<file path="config.mk">
export PLATFORM = sky130hd
export DESIGN_NAME = quoted_command_line_lexer_top
export DESIGN_NICKNAME = d
export VERILOG_FILES = /design/src/design/qcll_pkg.sv /design/src/design/qcll_front.sv /design/src/design/qcll_fifo.sv /design/src/design/qcll_back.sv /design/src/design/quoted_command_line_lexer_top.sv
export SDC_FILE = /design/constraint.sdc
export NUM_CORES = 1
export LEC_CHECK = 0
export ABC_AREA = 1
export BUFFER_PORTS_ARGS = -buffer_cell sky130_fd_sc_hd__buf_2
export CAP_MARGIN = 15
export CORE_AREA = 2 2 161 163
export DETAILED_ROUTE_END_ITERATION = 7
export DIE_AREA = 0 0 163 165
export PLACE_DENSITY_LB_ADDON = 0.3
export SYNTH_ARGS = -nofsm -noshare
export SYNTH_HDL_FRONTEND = slang
export SYNTH_SLANG_ARGS = --single-unit
</file>
<file path="constraint.sdc">
create_clock -name clk -period 3.6 [get_ports clk]
set_input_delay 0.18 -clock clk [delete_from_list [all_inputs] [get_ports clk]]
set_output_delay 0.18 -clock clk [all_outputs]
set_load 0.01 [all_outputs]
</file>
<file path="src/design/qcll_pkg.sv">
// ----------------------------------------------------------------------------
// Quoted command line lexer package
// Shared constants, result codes and the record passed from front to back.
// ----------------------------------------------------------------------------
package qcll_pkg;

	localparam int MAX_TOKENS = 256;
	localparam int CNT_W      = $clog2(MAX_TOKENS + 1);
	localparam int FIFO_DEPTH = 4;
	localparam int FIFO_AW    = $clog2(FIFO_DEPTH);
	localparam int FIFO_CW    = $clog2(FIFO_DEPTH + 1);

	// Result kinds.
	localparam logic [1:0] KIND_CHAR   = 2'd0;
	localparam logic [1:0] KIND_END    = 2'd1;
	localparam logic [1:0] KIND_STATUS = 2'd2;

	// Token types.
	localparam logic [2:0] TY_ARG     = 3'd0;
	localparam logic [2:0] TY_CMD     = 3'd1;
	localparam logic [2:0] TY_PIPE    = 3'd2;
	localparam logic [2:0] TY_OUT     = 3'd3;
	localparam logic [2:0] TY_APPEND  = 3'd4;
	localparam logic [2:0] TY_IN      = 3'd5;
	localparam logic [2:0] TY_HEREDOC = 3'd6;

	// Line status codes.
	localparam logic [1:0] ST_OK       = 2'd0;
	localparam logic [1:0] ST_UNCLOSED = 2'd1;
	localparam logic [1:0] ST_NO_ARG   = 2'd2;

	// Special bytes.
	localparam logic [7:0] CH_SPACE  = 8'h20;
	localparam logic [7:0] CH_SQUOTE = 8'h27;
	localparam logic [7:0] CH_DQUOTE = 8'h22;
	localparam logic [7:0] CH_PIPE   = 8'h7C;
	localparam logic [7:0] CH_GT     = 8'h3E;
	localparam logic [7:0] CH_LT     = 8'h3C;

	localparam logic [7:0] IDX_MAX = 8'hFF;

	// Everything one input byte produces, up to three results.
	typedef struct packed {
		logic       has_char;
		logic [7:0] ch;
		logic [7:0] char_idx;
		logic       has_end;
		logic [2:0] end_type;
		logic [7:0] end_idx;
		logic       has_status;
		logic [1:0] status;
		logic [7:0] status_idx;
	} qcll_rec_t;

	typedef struct packed {
		logic empty;
		logic full;
	} qcll_qstat_t;

	function automatic logic [7:0] sat_index(input logic [CNT_W-1:0] count);
		if (int'(count) > int'(IDX_MAX)) begin
			return IDX_MAX;
		end
		return 8'(count);
	endfunction

endpackage

</file>
<file path="src/design/qcll_front.sv">
// ----------------------------------------------------------------------------
// Quoted command line lexer front end
// Tracks token and quote state per byte and classifies each byte into a
// record of the character, token end and line status results it causes.
// ----------------------------------------------------------------------------
module qcll_front (
	input  logic              clk,
	input  logic              arst_n,
	input  logic              accept,
	input  logic [7:0]        char_in,
	input  logic              end_of_line,
	output logic              rec_valid,
	output qcll_pkg::qcll_rec_t rec
);
	import qcll_pkg::*;

	logic             tok_q, inq_q, dbl_q, opp_q, err_q;
	logic [15:0]      head_q;
	logic [1:0]       len_q;
	logic [CNT_W-1:0] count_q;
	logic [2:0]       prev_q;

	logic             start, tok_a, tok_b, is_quote, is_dq;
	logic             space_end, quote_ev, char_ev, eol_end, has_end, is_op;
	logic             inq_b, dbl_b, opp_b, err_b;
	logic [15:0]      head_a, head_b;
	logic [1:0]       len_a, len_b;
	logic [CNT_W-1:0] count_b;
	logic [2:0]       prev_b, end_type;
	logic [1:0]       line_status;

	always_comb begin
		start    = !tok_q && (char_in != CH_SPACE);
		tok_a    = tok_q || start;
		head_a   = start ? 16'd0 : head_q;
		len_a    = start ? 2'd0 : len_q;
		is_quote = char_in inside {CH_SQUOTE, CH_DQUOTE};
		is_dq    = (char_in == CH_DQUOTE);

		space_end = tok_a && !inq_q && (char_in == CH_SPACE);
		quote_ev  = tok_a && !space_end && is_quote;
		char_ev   = tok_a && !space_end && !is_quote;

		inq_b = inq_q;
		dbl_b = dbl_q;
		if (quote_ev) begin
			if (!inq_q) begin
				inq_b = 1'b1;
				dbl_b = is_dq;
			end else if (is_dq == dbl_q) begin
				inq_b = 1'b0;
			end
		end

		// Only the first two kept bytes matter for operator matching.
		head_b = head_a;
		len_b  = len_a;
		if (char_ev) begin
			if (len_a == 2'd0) begin
				head_b[7:0] = char_in;
			end else if (len_a == 2'd1) begin
				head_b[15:8] = char_in;
			end
			if (len_a != 2'd3) begin
				len_b = len_a + 2'd1;
			end
		end

		tok_b   = tok_a && !space_end;
		eol_end = end_of_line && tok_b && !inq_b;
		has_end = space_end || eol_end;

		end_type = ((count_q == '0) || (prev_q == TY_PIPE)) ? TY_CMD : TY_ARG;
		if (len_b == 2'd1) begin
			case (head_b[7:0])
				CH_PIPE: end_type = TY_PIPE;
				CH_GT:   end_type = TY_OUT;
				CH_LT:   end_type = TY_IN;
				default: ;
			endcase
		end else if (len_b == 2'd2) begin
			if (head_b[7:0] == CH_GT && head_b[15:8] == CH_GT) begin
				end_type = TY_APPEND;
			end else if (head_b[7:0] == CH_LT && head_b[15:8] == CH_LT) begin
				end_type = TY_HEREDOC;
			end
		end
		is_op = end_type inside {TY_PIPE, TY_OUT, TY_APPEND, TY_IN, TY_HEREDOC};

		err_b   = err_q;
		opp_b   = opp_q;
		prev_b  = prev_q;
		count_b = count_q;
		if (has_end) begin
			err_b  = err_q || (opp_q && is_op);
			opp_b  = is_op;
			prev_b = end_type;
			if (count_q != CNT_W'(MAX_TOKENS)) begin
				count_b = count_q + CNT_W'(1);
			end
		end

		if (inq_b) begin
			line_status = ST_UNCLOSED;
		end else if (err_b || opp_b) begin
			line_status = ST_NO_ARG;
		end else begin
			line_status = ST_OK;
		end

		rec.has_char   = char_ev;
		rec.ch         = char_in;
		rec.char_idx   = sat_index(count_q);
		rec.has_end    = has_end;
		rec.end_type   = end_type;
		rec.end_idx    = sat_index(count_q);
		rec.has_status = end_of_line;
		rec.status     = line_status;
		rec.status_idx = sat_index(count_b);

		rec_valid = accept && (char_ev || has_end || end_of_line);
	end

	always_ff @(posedge clk or negedge arst_n) begin
		if (!arst_n) begin
			tok_q   <= 1'b0;
			inq_q   <= 1'b0;
			dbl_q   <= 1'b0;
			head_q  <= 16'd0;
			len_q   <= 2'd0;
			count_q <= '0;
			prev_q  <= TY_ARG;
			opp_q   <= 1'b0;
			err_q   <= 1'b0;
		end else if (accept) begin
			if (end_of_line) begin
				tok_q   <= 1'b0;
				inq_q   <= 1'b0;
				dbl_q   <= 1'b0;
				head_q  <= 16'd0;
				len_q   <= 2'd0;
				count_q <= '0;
				prev_q  <= TY_ARG;
				opp_q   <= 1'b0;
				err_q   <= 1'b0;
			end else begin
				tok_q   <= tok_b;
				inq_q   <= inq_b;
				dbl_q   <= dbl_b;
				head_q  <= head_b;
				len_q   <= len_b;
				count_q <= count_b;
				prev_q  <= prev_b;
				opp_q   <= opp_b;
				err_q   <= err_b;
			end
		end
	end

endmodule

</file>
<file path="src/design/qcll_fifo.sv">
// ----------------------------------------------------------------------------
// Quoted command line lexer record queue
// Short first-in first-out queue of per-byte records between front and back.
// ----------------------------------------------------------------------------
module qcll_fifo (
	input  logic                  clk,
	input  logic                  arst_n,
	input  logic                  wr_en,
	input  qcll_pkg::qcll_rec_t   wr_data,
	input  logic                  rd_en,
	output qcll_pkg::qcll_rec_t   rd_data,
	output qcll_pkg::qcll_qstat_t qstat
);
	import qcll_pkg::*;

	qcll_rec_t          mem_q [FIFO_DEPTH];
	logic [FIFO_AW-1:0] wr_ptr_q, rd_ptr_q;
	logic [FIFO_CW-1:0] cnt_q;

	assign rd_data     = mem_q[rd_ptr_q];
	assign qstat.empty = (cnt_q == '0);
	assign qstat.full  = (cnt_q == FIFO_CW'(FIFO_DEPTH));

	always_ff @(posedge clk) begin
		if (wr_en) begin
			mem_q[wr_ptr_q] <= wr_data;
		end
	end

	always_ff @(posedge clk or negedge arst_n) begin
		if (!arst_n) begin
			wr_ptr_q <= '0;
			rd_ptr_q <= '0;
			cnt_q    <= '0;
		end else begin
			if (wr_en) begin
				wr_ptr_q <= (wr_ptr_q == FIFO_AW'(FIFO_DEPTH - 1)) ? '0 : wr_ptr_q + FIFO_AW'(1);
			end
			if (rd_en) begin
				rd_ptr_q <= (rd_ptr_q == FIFO_AW'(FIFO_DEPTH - 1)) ? '0 : rd_ptr_q + FIFO_AW'(1);
			end
			if (wr_en && !rd_en) begin
				cnt_q <= cnt_q + FIFO_CW'(1);
			end else if (rd_en && !wr_en) begin
				cnt_q <= cnt_q - FIFO_CW'(1);
			end
		end
	end

endmodule

</file>
<file path="src/design/qcll_back.sv">
// ----------------------------------------------------------------------------
// Quoted command line lexer back end
// Unpacks each queued record into its results, one per cycle while the
// output is free or popped, through an output register.
// ----------------------------------------------------------------------------
module qcll_back (
	input  logic                  clk,
	input  logic                  arst_n,
	input  qcll_pkg::qcll_rec_t   head,
	input  qcll_pkg::qcll_qstat_t qstat,
	output logic                  fifo_pop,
	output logic                  empty,
	input  logic                  pop,
	output logic [1:0]            kind,
	output logic [7:0]            char_out,
	output logic [2:0]            token_type,
	output logic [7:0]            token_index,
	output logic [1:0]            status,
	output logic                  last
);
	import qcll_pkg::*;

	// Bit 0 character, bit 1 token end, bit 2 line status.
	logic [2:0] done_q;
	logic [2:0] rem, sel, rem_after;
	logic       load, sel_last;
	logic       out_valid_q;
	logic [1:0] kind_q, status_q;
	logic [7:0] char_q, index_q;
	logic [2:0] type_q;
	logic       last_q;

	logic [1:0] kind_d, status_d;
	logic [7:0] char_d, index_d;
	logic [2:0] type_d;

	always_comb begin
		rem  = {head.has_status, head.has_end, head.has_char} & ~done_q;
		load = (!out_valid_q || pop) && !qstat.empty;
		if (rem[0]) begin
			sel      = 3'b001;
			kind_d   = KIND_CHAR;
			char_d   = head.ch;
			type_d   = TY_ARG;
			index_d  = head.char_idx;
			status_d = ST_OK;
		end else if (rem[1]) begin
			sel      = 3'b010;
			kind_d   = KIND_END;
			char_d   = 8'd0;
			type_d   = head.end_type;
			index_d  = head.end_idx;
			status_d = ST_OK;
		end else begin
			sel      = 3'b100;
			kind_d   = KIND_STATUS;
			char_d   = 8'd0;
			type_d   = TY_ARG;
			index_d  = head.status_idx;
			status_d = head.status;
		end
		rem_after = rem & ~sel;
		sel_last  = (rem_after == 3'b000);
		fifo_pop  = load && sel_last;
	end

	always_ff @(posedge clk or negedge arst_n) begin
		if (!arst_n) begin
			done_q      <= 3'b000;
			out_valid_q <= 1'b0;
		end else begin
			if (load) begin
				done_q      <= sel_last ? 3'b000 : (done_q | sel);
				out_valid_q <= 1'b1;
			end else if (pop) begin
				out_valid_q <= 1'b0;
			end
		end
	end

	always_ff @(posedge clk) begin
		if (load) begin
			kind_q   <= kind_d;
			char_q   <= char_d;
			type_q   <= type_d;
			index_q  <= index_d;
			status_q <= status_d;
			last_q   <= sel_last;
		end
	end

	assign empty       = !out_valid_q;
	assign kind        = kind_q;
	assign char_out    = char_q;
	assign token_type  = type_q;
	assign token_index = index_q;
	assign status      = status_q;
	assign last        = last_q;

endmodule

</file>
<file path="src/design/quoted_command_line_lexer_top.sv">
// ----------------------------------------------------------------------------
// Quoted command line lexer top level
// Input channel: push/full carries one command-line byte (char_in) and the
// end_of_line flag. Output channel: empty/pop carries results: kept token
// characters, token ends with their type and index, and a line status.
// Each input byte yields zero to three results; last marks the final one.
// A front end updates quote and token state for one byte per cycle while
// the queue is not full and writes a record for each byte with results into
// a four-entry queue; the back end drains one result per cycle while pop
// takes them, into an output register. A result passes from its accepted
// byte through the queue and then the output register to the output ports.
// Throughput: one byte per cycle while each byte yields at most one result
// and pop stays high; a byte with several results holds its record at the
// queue head until the single output register has passed each of them.
// Reset clears all line state, the queue and the output's valid flag.
// When pop stays low the result holds, the queue fills and full rises;
// the block then takes no new byte until space frees up.
// ----------------------------------------------------------------------------
module quoted_command_line_lexer_top (
	input  logic       clk,
	input  logic       arst_n,
	input  logic       push,
	output logic       full,
	input  logic [7:0] char_in,
	input  logic       end_of_line,
	output logic       empty,
	input  logic       pop,
	output logic [1:0] kind,
	output logic [7:0] char_out,
	output logic [2:0] token_type,
	output logic [7:0] token_index,
	output logic [1:0] status,
	output logic       last
);
	import qcll_pkg::*;

	qcll_qstat_t qstat;
	qcll_rec_t   rec, head;
	logic        accept, rec_valid, fifo_pop;

	assign full   = qstat.full;
	assign accept = push && !qstat.full;

	qcll_front u_front (
		.clk         (clk),
		.arst_n      (arst_n),
		.accept      (accept),
		.char_in     (char_in),
		.end_of_line (end_of_line),
		.rec_valid   (rec_valid),
		.rec         (rec)
	);

	qcll_fifo u_fifo (
		.clk     (clk),
		.arst_n  (arst_n),
		.wr_en   (rec_valid),
		.wr_data (rec),
		.rd_en   (fifo_pop),
		.rd_data (head),
		.qstat   (qstat)
	);

	qcll_back u_back (
		.clk         (clk),
		.arst_n      (arst_n),
		.head        (head),
		.qstat       (qstat),
		.fifo_pop    (fifo_pop),
		.empty       (empty),
		.pop         (pop),
		.kind        (kind),
		.char_out    (char_out),
		.token_type  (token_type),
		.token_index (token_index),
		.status      (status),
		.last        (last)
	);

endmodule

</file>
==> results of run 1 <==
-- area by class of cell --
type / count / area (um^2) / area share [%]
flip-flops and latches: 198 / 5720 / 57.4
multi-input cells: 499 / 2580 / 25.9
clock buffers: 17 / 425 / 4.27
well taps: 330 / 413 / 4.15
inverters: 91 / 344 / 3.46
repair buffers: 57 / 338 / 3.39
clock inverters: 15 / 143 / 1.43
-- flip-flops by register name (all words and copies together), names as in the netlist, 2 cells and up --
name / cells
u_back.char_out: 8
u_back.done_q: 3
u_back.kind: 2
u_back.status: 2
u_back.token_index: 8
u_back.token_type: 3
u_fifo.cnt_q: 3
u_fifo.mem_q: 128
u_fifo.rd_ptr_q: 2
u_fifo.wr_ptr_q: 2
u_front.count_q: 9
u_front.head_q: 16
u_front.len_q: 2
u_front.prev_q: 3
-- placed cells by master (no fill, tap or decap), types with 8 or more instances in the layout --
master / n
nor2_4: 9
a21oi_1: 36
o21ai_0: 93
ha_1: 9
dfrtp_1: 45
o22ai_1: 24
inv_1: 80
o21ai_1: 9
buf_4: 17
nand3_1: 19
edfxtp_1: 152
nand2_1: 124
buf_2: 38
nor2_1: 117
inv_2: 8
clkbuf_16: 17
-- logic make-up (layout without fill, tap and decap cells) --
| group | Yosys count | in the layout | synth area share, % |
|---|---|---|---|
| simple gates | 301 | 301 | 15.3 |
| flops | 198 | 198 | 65.5 |
| compound gates | 180 | 180 | 11.4 |
| buf+inv | 121 | 180 | 5.40 |
| fa+ha+maj | 10 | 10 | 1.52 |
| xor+xnor | 8 | 8 | 0.804 |
-- power by group through the flow --
stage | Clock [uW] | Combinational (uW) | Sequential [uW]
after global routing | 1960 | 3170 | 3590
after CTS | 1870 | 2810 | 3540
after global placement | 0 | 2780 | 3580
final | 1840 | 2770 | 3540
after detailed placement | 0 | 2800 | 3590
after floorplan | 0 | 1760 | 3650
-- worst paths after layout --
kind	from	to	slack [ns]	cells past startpoint
hold reg to reg	u_front.head_q[11]	u_front.head_q[11]	0.50	2
max in group asynchronous	arst_n	u_fifo.rd_ptr_q[0]	2.60	3
hold / removal	char_in[4]	u_fifo.mem_q[1][35]	0.05	1
setup reg to reg	u_fifo.rd_ptr_q[0]	u_fifo.cnt_q[2]	0.78	14
min in group asynchronous	arst_n	u_front.head_q[2]	0.22	2
setup / recovery	u_fifo.rd_ptr_q[0]	u_fifo.cnt_q[2]	0.78	14
-- per-layer routing --
metal,vias to the layer above,GRT usage (%)
met5,-,0
met4,0,5.43
met3,31,3.01
met2,137,22.5
met1,2756,20.8
li1,2891,-
-- critical path, stage by stage (launching register included) --
cell and delay (ns):
dfrtp_2 0.38, buf_4 0.23, nand2_1 0.07, a32o_1 0.27
nor2_1 0.13, clkinv_1 0.12, nor2_1 0.14, a21oi_1 0.07
nand2_1 0.19, ha_1 0.18, inv_1 0.07, fa_1 0.43
a21oi_1 0.15, o21ai_0 0.12, xor2_1 0.16
-- timing repair --
action / 4_1_cts / 5_1_grt
hold buffers: 2 / 0
hold endpoints to repair: 19 / 0
setup buffers: 0 / 0
-- metrics by stage --
step | worst slack, ns | area, um^2 | instances | total power [uW]
after floorplan | 0.264 | 8720 | 818 | 5410
after global placement | 0.795 | 9370 | 1173 | 6370
after detailed placement | 0.767 | 9370 | 1173 | 6390
after CTS | 0.763 | 9960 | 1207 | 8220
after global routing | 0.389 | 9960 | 1207 | 8730
final | 0.775 | 9960 | 1207 | 8150
==> key figures, run 1 <==
Run
  • Max_cap viols: 0

Synthesis
  • Most frequent cell after synthesis: edfxtp_1
  • Avg Cell Area, Syn: 10.7 um^2
  • Area share of the largest cell type after synthesis: 52.3%
  • Post-synthesis sequential area ratio: approximately 66%
  • Yosys cell types: 45
  • Synth warnings: 0
  • Most frequent cells after synthesis: edfxtp_1, nand2_1, nor2_1, o21ai_0, inv_1
  • Syn Inst Count: 818
  • Async S/R FF share, synth: roughly 23%
  • Area contributors post-synth: edfxtp_1, dfrtp_1, o21ai_0, nand2_1, nor2_1
  • Post-synth top flop: edfxtp_1
  • Post-Syn Nets: 841
  • Synth area leader: edfxtp_1
  • #FFs+latches synth: 198
  • Mapped cell area: 0.00872 mm^2
  • Number of synthesized flops with an enable pin: around 150

Floorplan
  • Core Box Area: 0.0250 mm^2
  • Initial core utilization: between 30% and 40%
  • I/O pin cnt: 39
  • # rows: 58
  • Die span in x: 163 um
  • Die height: 165 um
  • DIE AREA: 0.0269 mm^2

Layout
  • P&R area growth vs syn: 14.2%
  • Fill count: around 2.4k
  • Share of post-route cells with drive strength above 1: 14.6%
  • Post-Route Utilization: 39.8%
  • ANT cells: 0
  • Final nets: 887

Pwr
  • Max VDD drop: 0.419 mV
  • Clock group share of total power: 22.6%
  • Sw frac: 36.6%
  • Seq pwr share: between 40 and 50%
  • Pint: 5170 uW
  • Leak: 0.00398 uW
  • Combinational share of power: 34.0%
  • P_sw: 2980 uW
  • Power Dens Cells: ~820 mW/mm^2

Routing
  • DRC Markers: 0
  • Via density: 4.82
  • Routed WL: 18800 um
  • Metal1 wirelength: between 9000 and 10000 um
  • Pre-antenna DRT Iters: 5
  • Wire length on met2: 8440 um
  • Vias: slightly below 6k
  • Avg WL per Cell: approximately 16 um
  • Initial DRC count: around 470
  • Met3 wire len: 774 um
  • Highest routed layer: met4
  • Remaining antenna violation count: 0

Critical path
  • Crit path kind: reg -> reg
  • Setup crit end kind: flip-flop
  • Crit path DAT: 3.14 ns
  • WP data required: 3.92 ns
  • Startpoint types: flip-flop
  • Critical Path Fanout Max: 20

Global route
  • GRT Residual Overflow: 0
  • Largest net degree at the start of global routing: 46
  • First-pass GRT wire length: 29800 um
  • GRT Total Usage: 14.7%
  • Vias in the first global route: approximately 5.4k
  • Initial antenna violation count: 0

Timing
  • Final Hold Vio Count: 0
  • Endpoints failing setup: 0
  • Tcrit/Tclk final: 78.5%
  • RSZ-0062 raised after global routing: false
  • Final Critical Period: about 2.8 ns
  • Rel. slew slack: between 50% and 60%
  • TNS Setup: 0 ns
  • Worst-Margin Slew: about 0.68 ns
  • Pins over their slew limit: 0
  • Fmax: 354 MHz
  • Max Clock Skew: 0.0124 ns
  • Worst hold margin: 0.0517 ns

Outcome
  • Run status: finished clean

Clocking
  • Clock latency on the worst-skew pair: 0.44 ns
  • Clock sink count: 198
  • Clock tree buffer depth: 2
  • Clock-pin slew on the worst setup and hold paths: 0.08 ns
  • CTS Root Buffer Type: clkbuf_16
  • Post_cts resized: 0
  • TritonCTS clock tree: done
  • H-tree depth: 4
  • Total CTS buffers: 17

Placed design
  • HPWL after detailed placement: 12200 um
  • Number of port buffers: 38
  • GP Congestion: 0.807

Min path
  • Worst hold path class: in -> reg
(Power assumes the default switching activity.)
==> run 2, diff against run 1 <==
ABC_AREA = 0   (was 1)
clock period = 2.6 ns   (was 3.6 ns; I/O delays follow)
==> key figures, run 2 <==
Critical path
  • Crit path DAT: 2.90 ns (-0.24 ns)
  • Critical-path cell list: mux4_2, nor2b_4, nor2_2, o31a_1, nand2_2, ha_4, inv_4, fa_2, mux2_4
  • FF-to-FF path depth: 9 (-5)
  • Startpoint types: flip-flop
  • Setup slack, reg-to-reg: 0.02 ns (-0.75 ns)
  • Worst path slowest cell: mux4_2
  • Crit path kind: reg -> reg
  • Origin of the critical flop-to-flop path: u_fifo.rd_ptr_q[0]
  • WP data required: 2.93 ns (-0.99 ns)
  • CP top delay family: multiplexers
  • RR Endpoint: u_fifo.cnt_q[1]
  • Setup crit end kind: flip-flop
  • Critical path buffers and inverters: 1 (-2)
  • Critical Path Fanout Max: 4 (-80%)
  • Crit path largest cell delay: 0.53 ns (+0.10 ns)

Placed design
  • Setup slack at placement: -0.189 ns (-0.956 ns)
  • GP Congestion: 0.836 (+3.5%)
  • Placed cell areas: 0.00977 mm^2 (+4.2%)
  • Dpl cells: 989 (-16%)
  • Number of port buffers: 38 (unchanged)
  • HPWL after detailed placement: 12400 um (+1.9%)

Timing
  • Worst-Margin Slew: 0.705 ns (+0.0296 ns)
  • Final Hold Vio Count: 0 (unchanged)
  • RSZ-0062 raised after global routing: true
  • Max Clock Skew: 0.0142 ns (+0.00178 ns)
  • Rel. slew slack: 52.7% (-2.2 points)
  • Fmax: 388 MHz (+9.7%)
  • Pins over their slew limit: 0 (unchanged)
  • Endpoints failing setup: 0 (unchanged)
  • Final Critical Period: 2.58 ns (-0.249 ns)
  • Worst hold margin: 0.0453 ns (-0.00644 ns)
  • Final worst-path setup slack: 0.0244 ns (-0.751 ns)
  • Tcrit/Tclk final: 99.1% (+21 points)

Clocking
  • Clock latency on the worst-skew pair: 0.44 ns (about the same)
  • Clock sink count: 198 (unchanged)
  • CTS Root Buffer Type: clkbuf_16
  • H-tree depth: 4 (unchanged)
  • TritonCTS clock tree: done
  • Clock tree buffer depth: 2 (unchanged)
  • Clock-pin slew on the worst setup and hold paths: 0.08 ns (about the same)
  • Total CTS buffers: 17 (unchanged)

Floorplan
  • Initial core utilization: 34.5% (-0.33 points)
  • DIE AREA: 0.0269 mm^2 (unchanged)
  • I/O pin cnt: 39 (unchanged)
  • # rows: 58 (unchanged)
  • Die span in x: 163 um (unchanged)
  • Die height: 165 um (unchanged)
  • Core Box Area: 0.0250 mm^2 (unchanged)

Routing
  • Routed WL: 18300 um (-2.7%)
  • DRC Markers: 0 (unchanged)
  • Pre-antenna DRT Iters: 5 (unchanged)
  • Via density: 5.10 (+5.9%)
  • Vias: 5249 (-9.7%)
  • Remaining antenna violation count: 0 (unchanged)
  • Avg WL per Cell: 17.7 um (+14%)
  • Initial DRC count: 348 (-26%)

Global route
  • GRT Total Usage: 14.2% (-0.49 points)
  • GRT met2 Usage: 24.5% (+2.0 points)
  • GRT Residual Overflow: 0 (unchanged)
  • Initial antenna violation count: 0 (unchanged)
  • Most used routing layer: met2
  • Largest net degree at the start of global routing: 39 (-15%)
  • Met3 usage: 2.86% (-0.15 points)
  • GR met1 Demand/Resource: 18.1% (-2.7 points)
  • Vias in the first global route: 5491 (+1.1%)
  • First-pass GRT wire length: 29200 um (-2.2%)

Synthesis
  • Yosys cell types: 68 (+51%)
  • Synth warnings: 0 (unchanged)
  • Post-synth top flop: edfxtp_1
  • Mapped cell area: 0.00864 mm^2 (-0.95%)
  • #FFs+latches synth: 198 (unchanged)
  • Most frequent cells after synthesis: edfxtp_1, nand2_1, dfrtp_1, mux4_2, a21oi_1
  • Post-Syn Nets: 604 (-28%)
  • Post-synthesis sequential area ratio: 66.2% (+0.63 points)
  • Area share of the largest cell type after synthesis: 52.8% (+0.50 points)
  • Synth area leader: edfxtp_1
  • Area contributors post-synth: edfxtp_1, dfrtp_1, mux4_2, nand2_1, a21oi_1
  • Syn Inst Count: 581 (-29%)
  • Avg Cell Area, Syn: 14.9 um^2 (+39%)
  • Most frequent cell after synthesis: edfxtp_1
  • Number of synthesized flops with an enable pin: 152 (unchanged)
  • Async S/R FF share, synth: 23.2% (unchanged)

Min path
  • WHS Path Cells: 2 (+1)
  • Hold EP: u_fifo.mem_q[1][31]
  • Hold_sp: char_in[0]
  • Worst hold path class: in -> reg

Layout
  • Final nets: 709 (-20%)
  • Multi-input gate area: 0.00283 mm^2 (+9.7%)
  • Most frequent cells in the layout: edfxtp_1, buf_4, nand2_1
  • Fin area: 0.0105 mm^2 (+5.5%)
  • Post-Route Utilization: 41.9% (+2.2 points)
  • Commonest non-fill, non-tap cell in the layout: edfxtp_1
  • Layout Cells excl Fill: 1029 (-15%)
  • ANT cells: 0 (unchanged)
  • Max reg flops: 128 (unchanged)
  • Fill count: 2244 (-6.3%)
  • Largest Register: u_fifo.mem_q
  • Biggest registers after layout: u_fifo.mem_q: 128 flops, u_front.head_q: 16 flops, u_front.count_q: 9 flops
  • P&R area growth vs syn: 21.6%
  • Share of post-route cells with drive strength above 1: 32.9% (+18 points)
  • Register area: 0.00572 mm^2 (unchanged)

Pwr
  • Max VDD drop: 0.598 mV (+43%)
  • Power Dens Cells: 1080 mW/mm^2 (+32%)
  • Leak: 0.00392 uW (-1.7%)

Run
  • Max_cap viols: 0 (unchanged)

Outcome
  • Run status: finished clean
==> run 2: timing repair <==
action                                  4_1_cts  5_1_grt
hold buffers                                  3        0
hold endpoints to repair                     28        0
buffers inserted                              2        3
resized for setup                             2        9
endpoints found under the setup margin        1       14
pin swaps                                     3        6
==> run 2: worst max-delay path by stage <==
stage                       startpoint                 end  slack [ns]  cells after the start
finish              u_fifo.rd_ptr_q[0]     u_fifo.cnt_q[1]        0.02                      9
global route        u_fifo.rd_ptr_q[0]     u_fifo.cnt_q[1]       -0.08                      9
CTS                 u_fifo.rd_ptr_q[0]     u_fifo.cnt_q[1]       0.002                     10
detailed placement          char_in[3]  u_fifo.mem_q[0][2]       -0.19                     11
global placement            char_in[3]  u_fifo.mem_q[1][2]       -0.15                     11
floorplan                   char_in[2]     u_fifo.cnt_q[2]       -0.04                     12
==> run 2: cell families (layout without fill, tap and decap cells) <==
kind of cell	Yosys count	count (layout)	synth area share, %
flip-flops	198	198	66.2
AO/OA/AOI/OAI	113	113	8.82
buffers and inverters	44	162	2.19
AND/OR/NAND/NOR	158	158	9.94
XOR/XNOR	11	11	1.12
adder cells (fa/ha/maj)	10	10	1.54
multiplexers	47	47	10.2
==> run 2: through the flow <==
step | setup TNS, ns | power, uW
6_report | 0 | 11400
5_1_grt | -0.334 | 12000
4_1_cts | 0 | 11400
3_5_place_dp | -5.08 | 8650
3_3_place_gp | -3.83 | 8480
2_1_floorplan | -0.0767 | 7220
==> run 2: power breakdown <==
part / internal [uW] / switching [uW] / leakage (uW)
logic: 1880 / 2010 / 0.00159
registers: 4470 / 328 / 0.00203
clock network: 1330 / 1350 / 0.000301
total: 7680 / 3690 / 0.00392
==> run 2: area by class of cell <==
cell class	count	share of cell area, %
flip-flops and latches	198	54.4
repair buffers	113	8.20
inverters	17	0.631
clock buffers	17	4.05
clock inverters	15	1.82
well taps	330	3.93
multi-input cells	339	26.9
==> run 2: routing by layer <==
layer | routed length (um) | vias to the layer above
li1 | - | 2450
met1 | 8110 | 2682
met2 | 9240 | 95
met3 | 633 | 22
met4 | 269 | 0
met5 | 0 | -
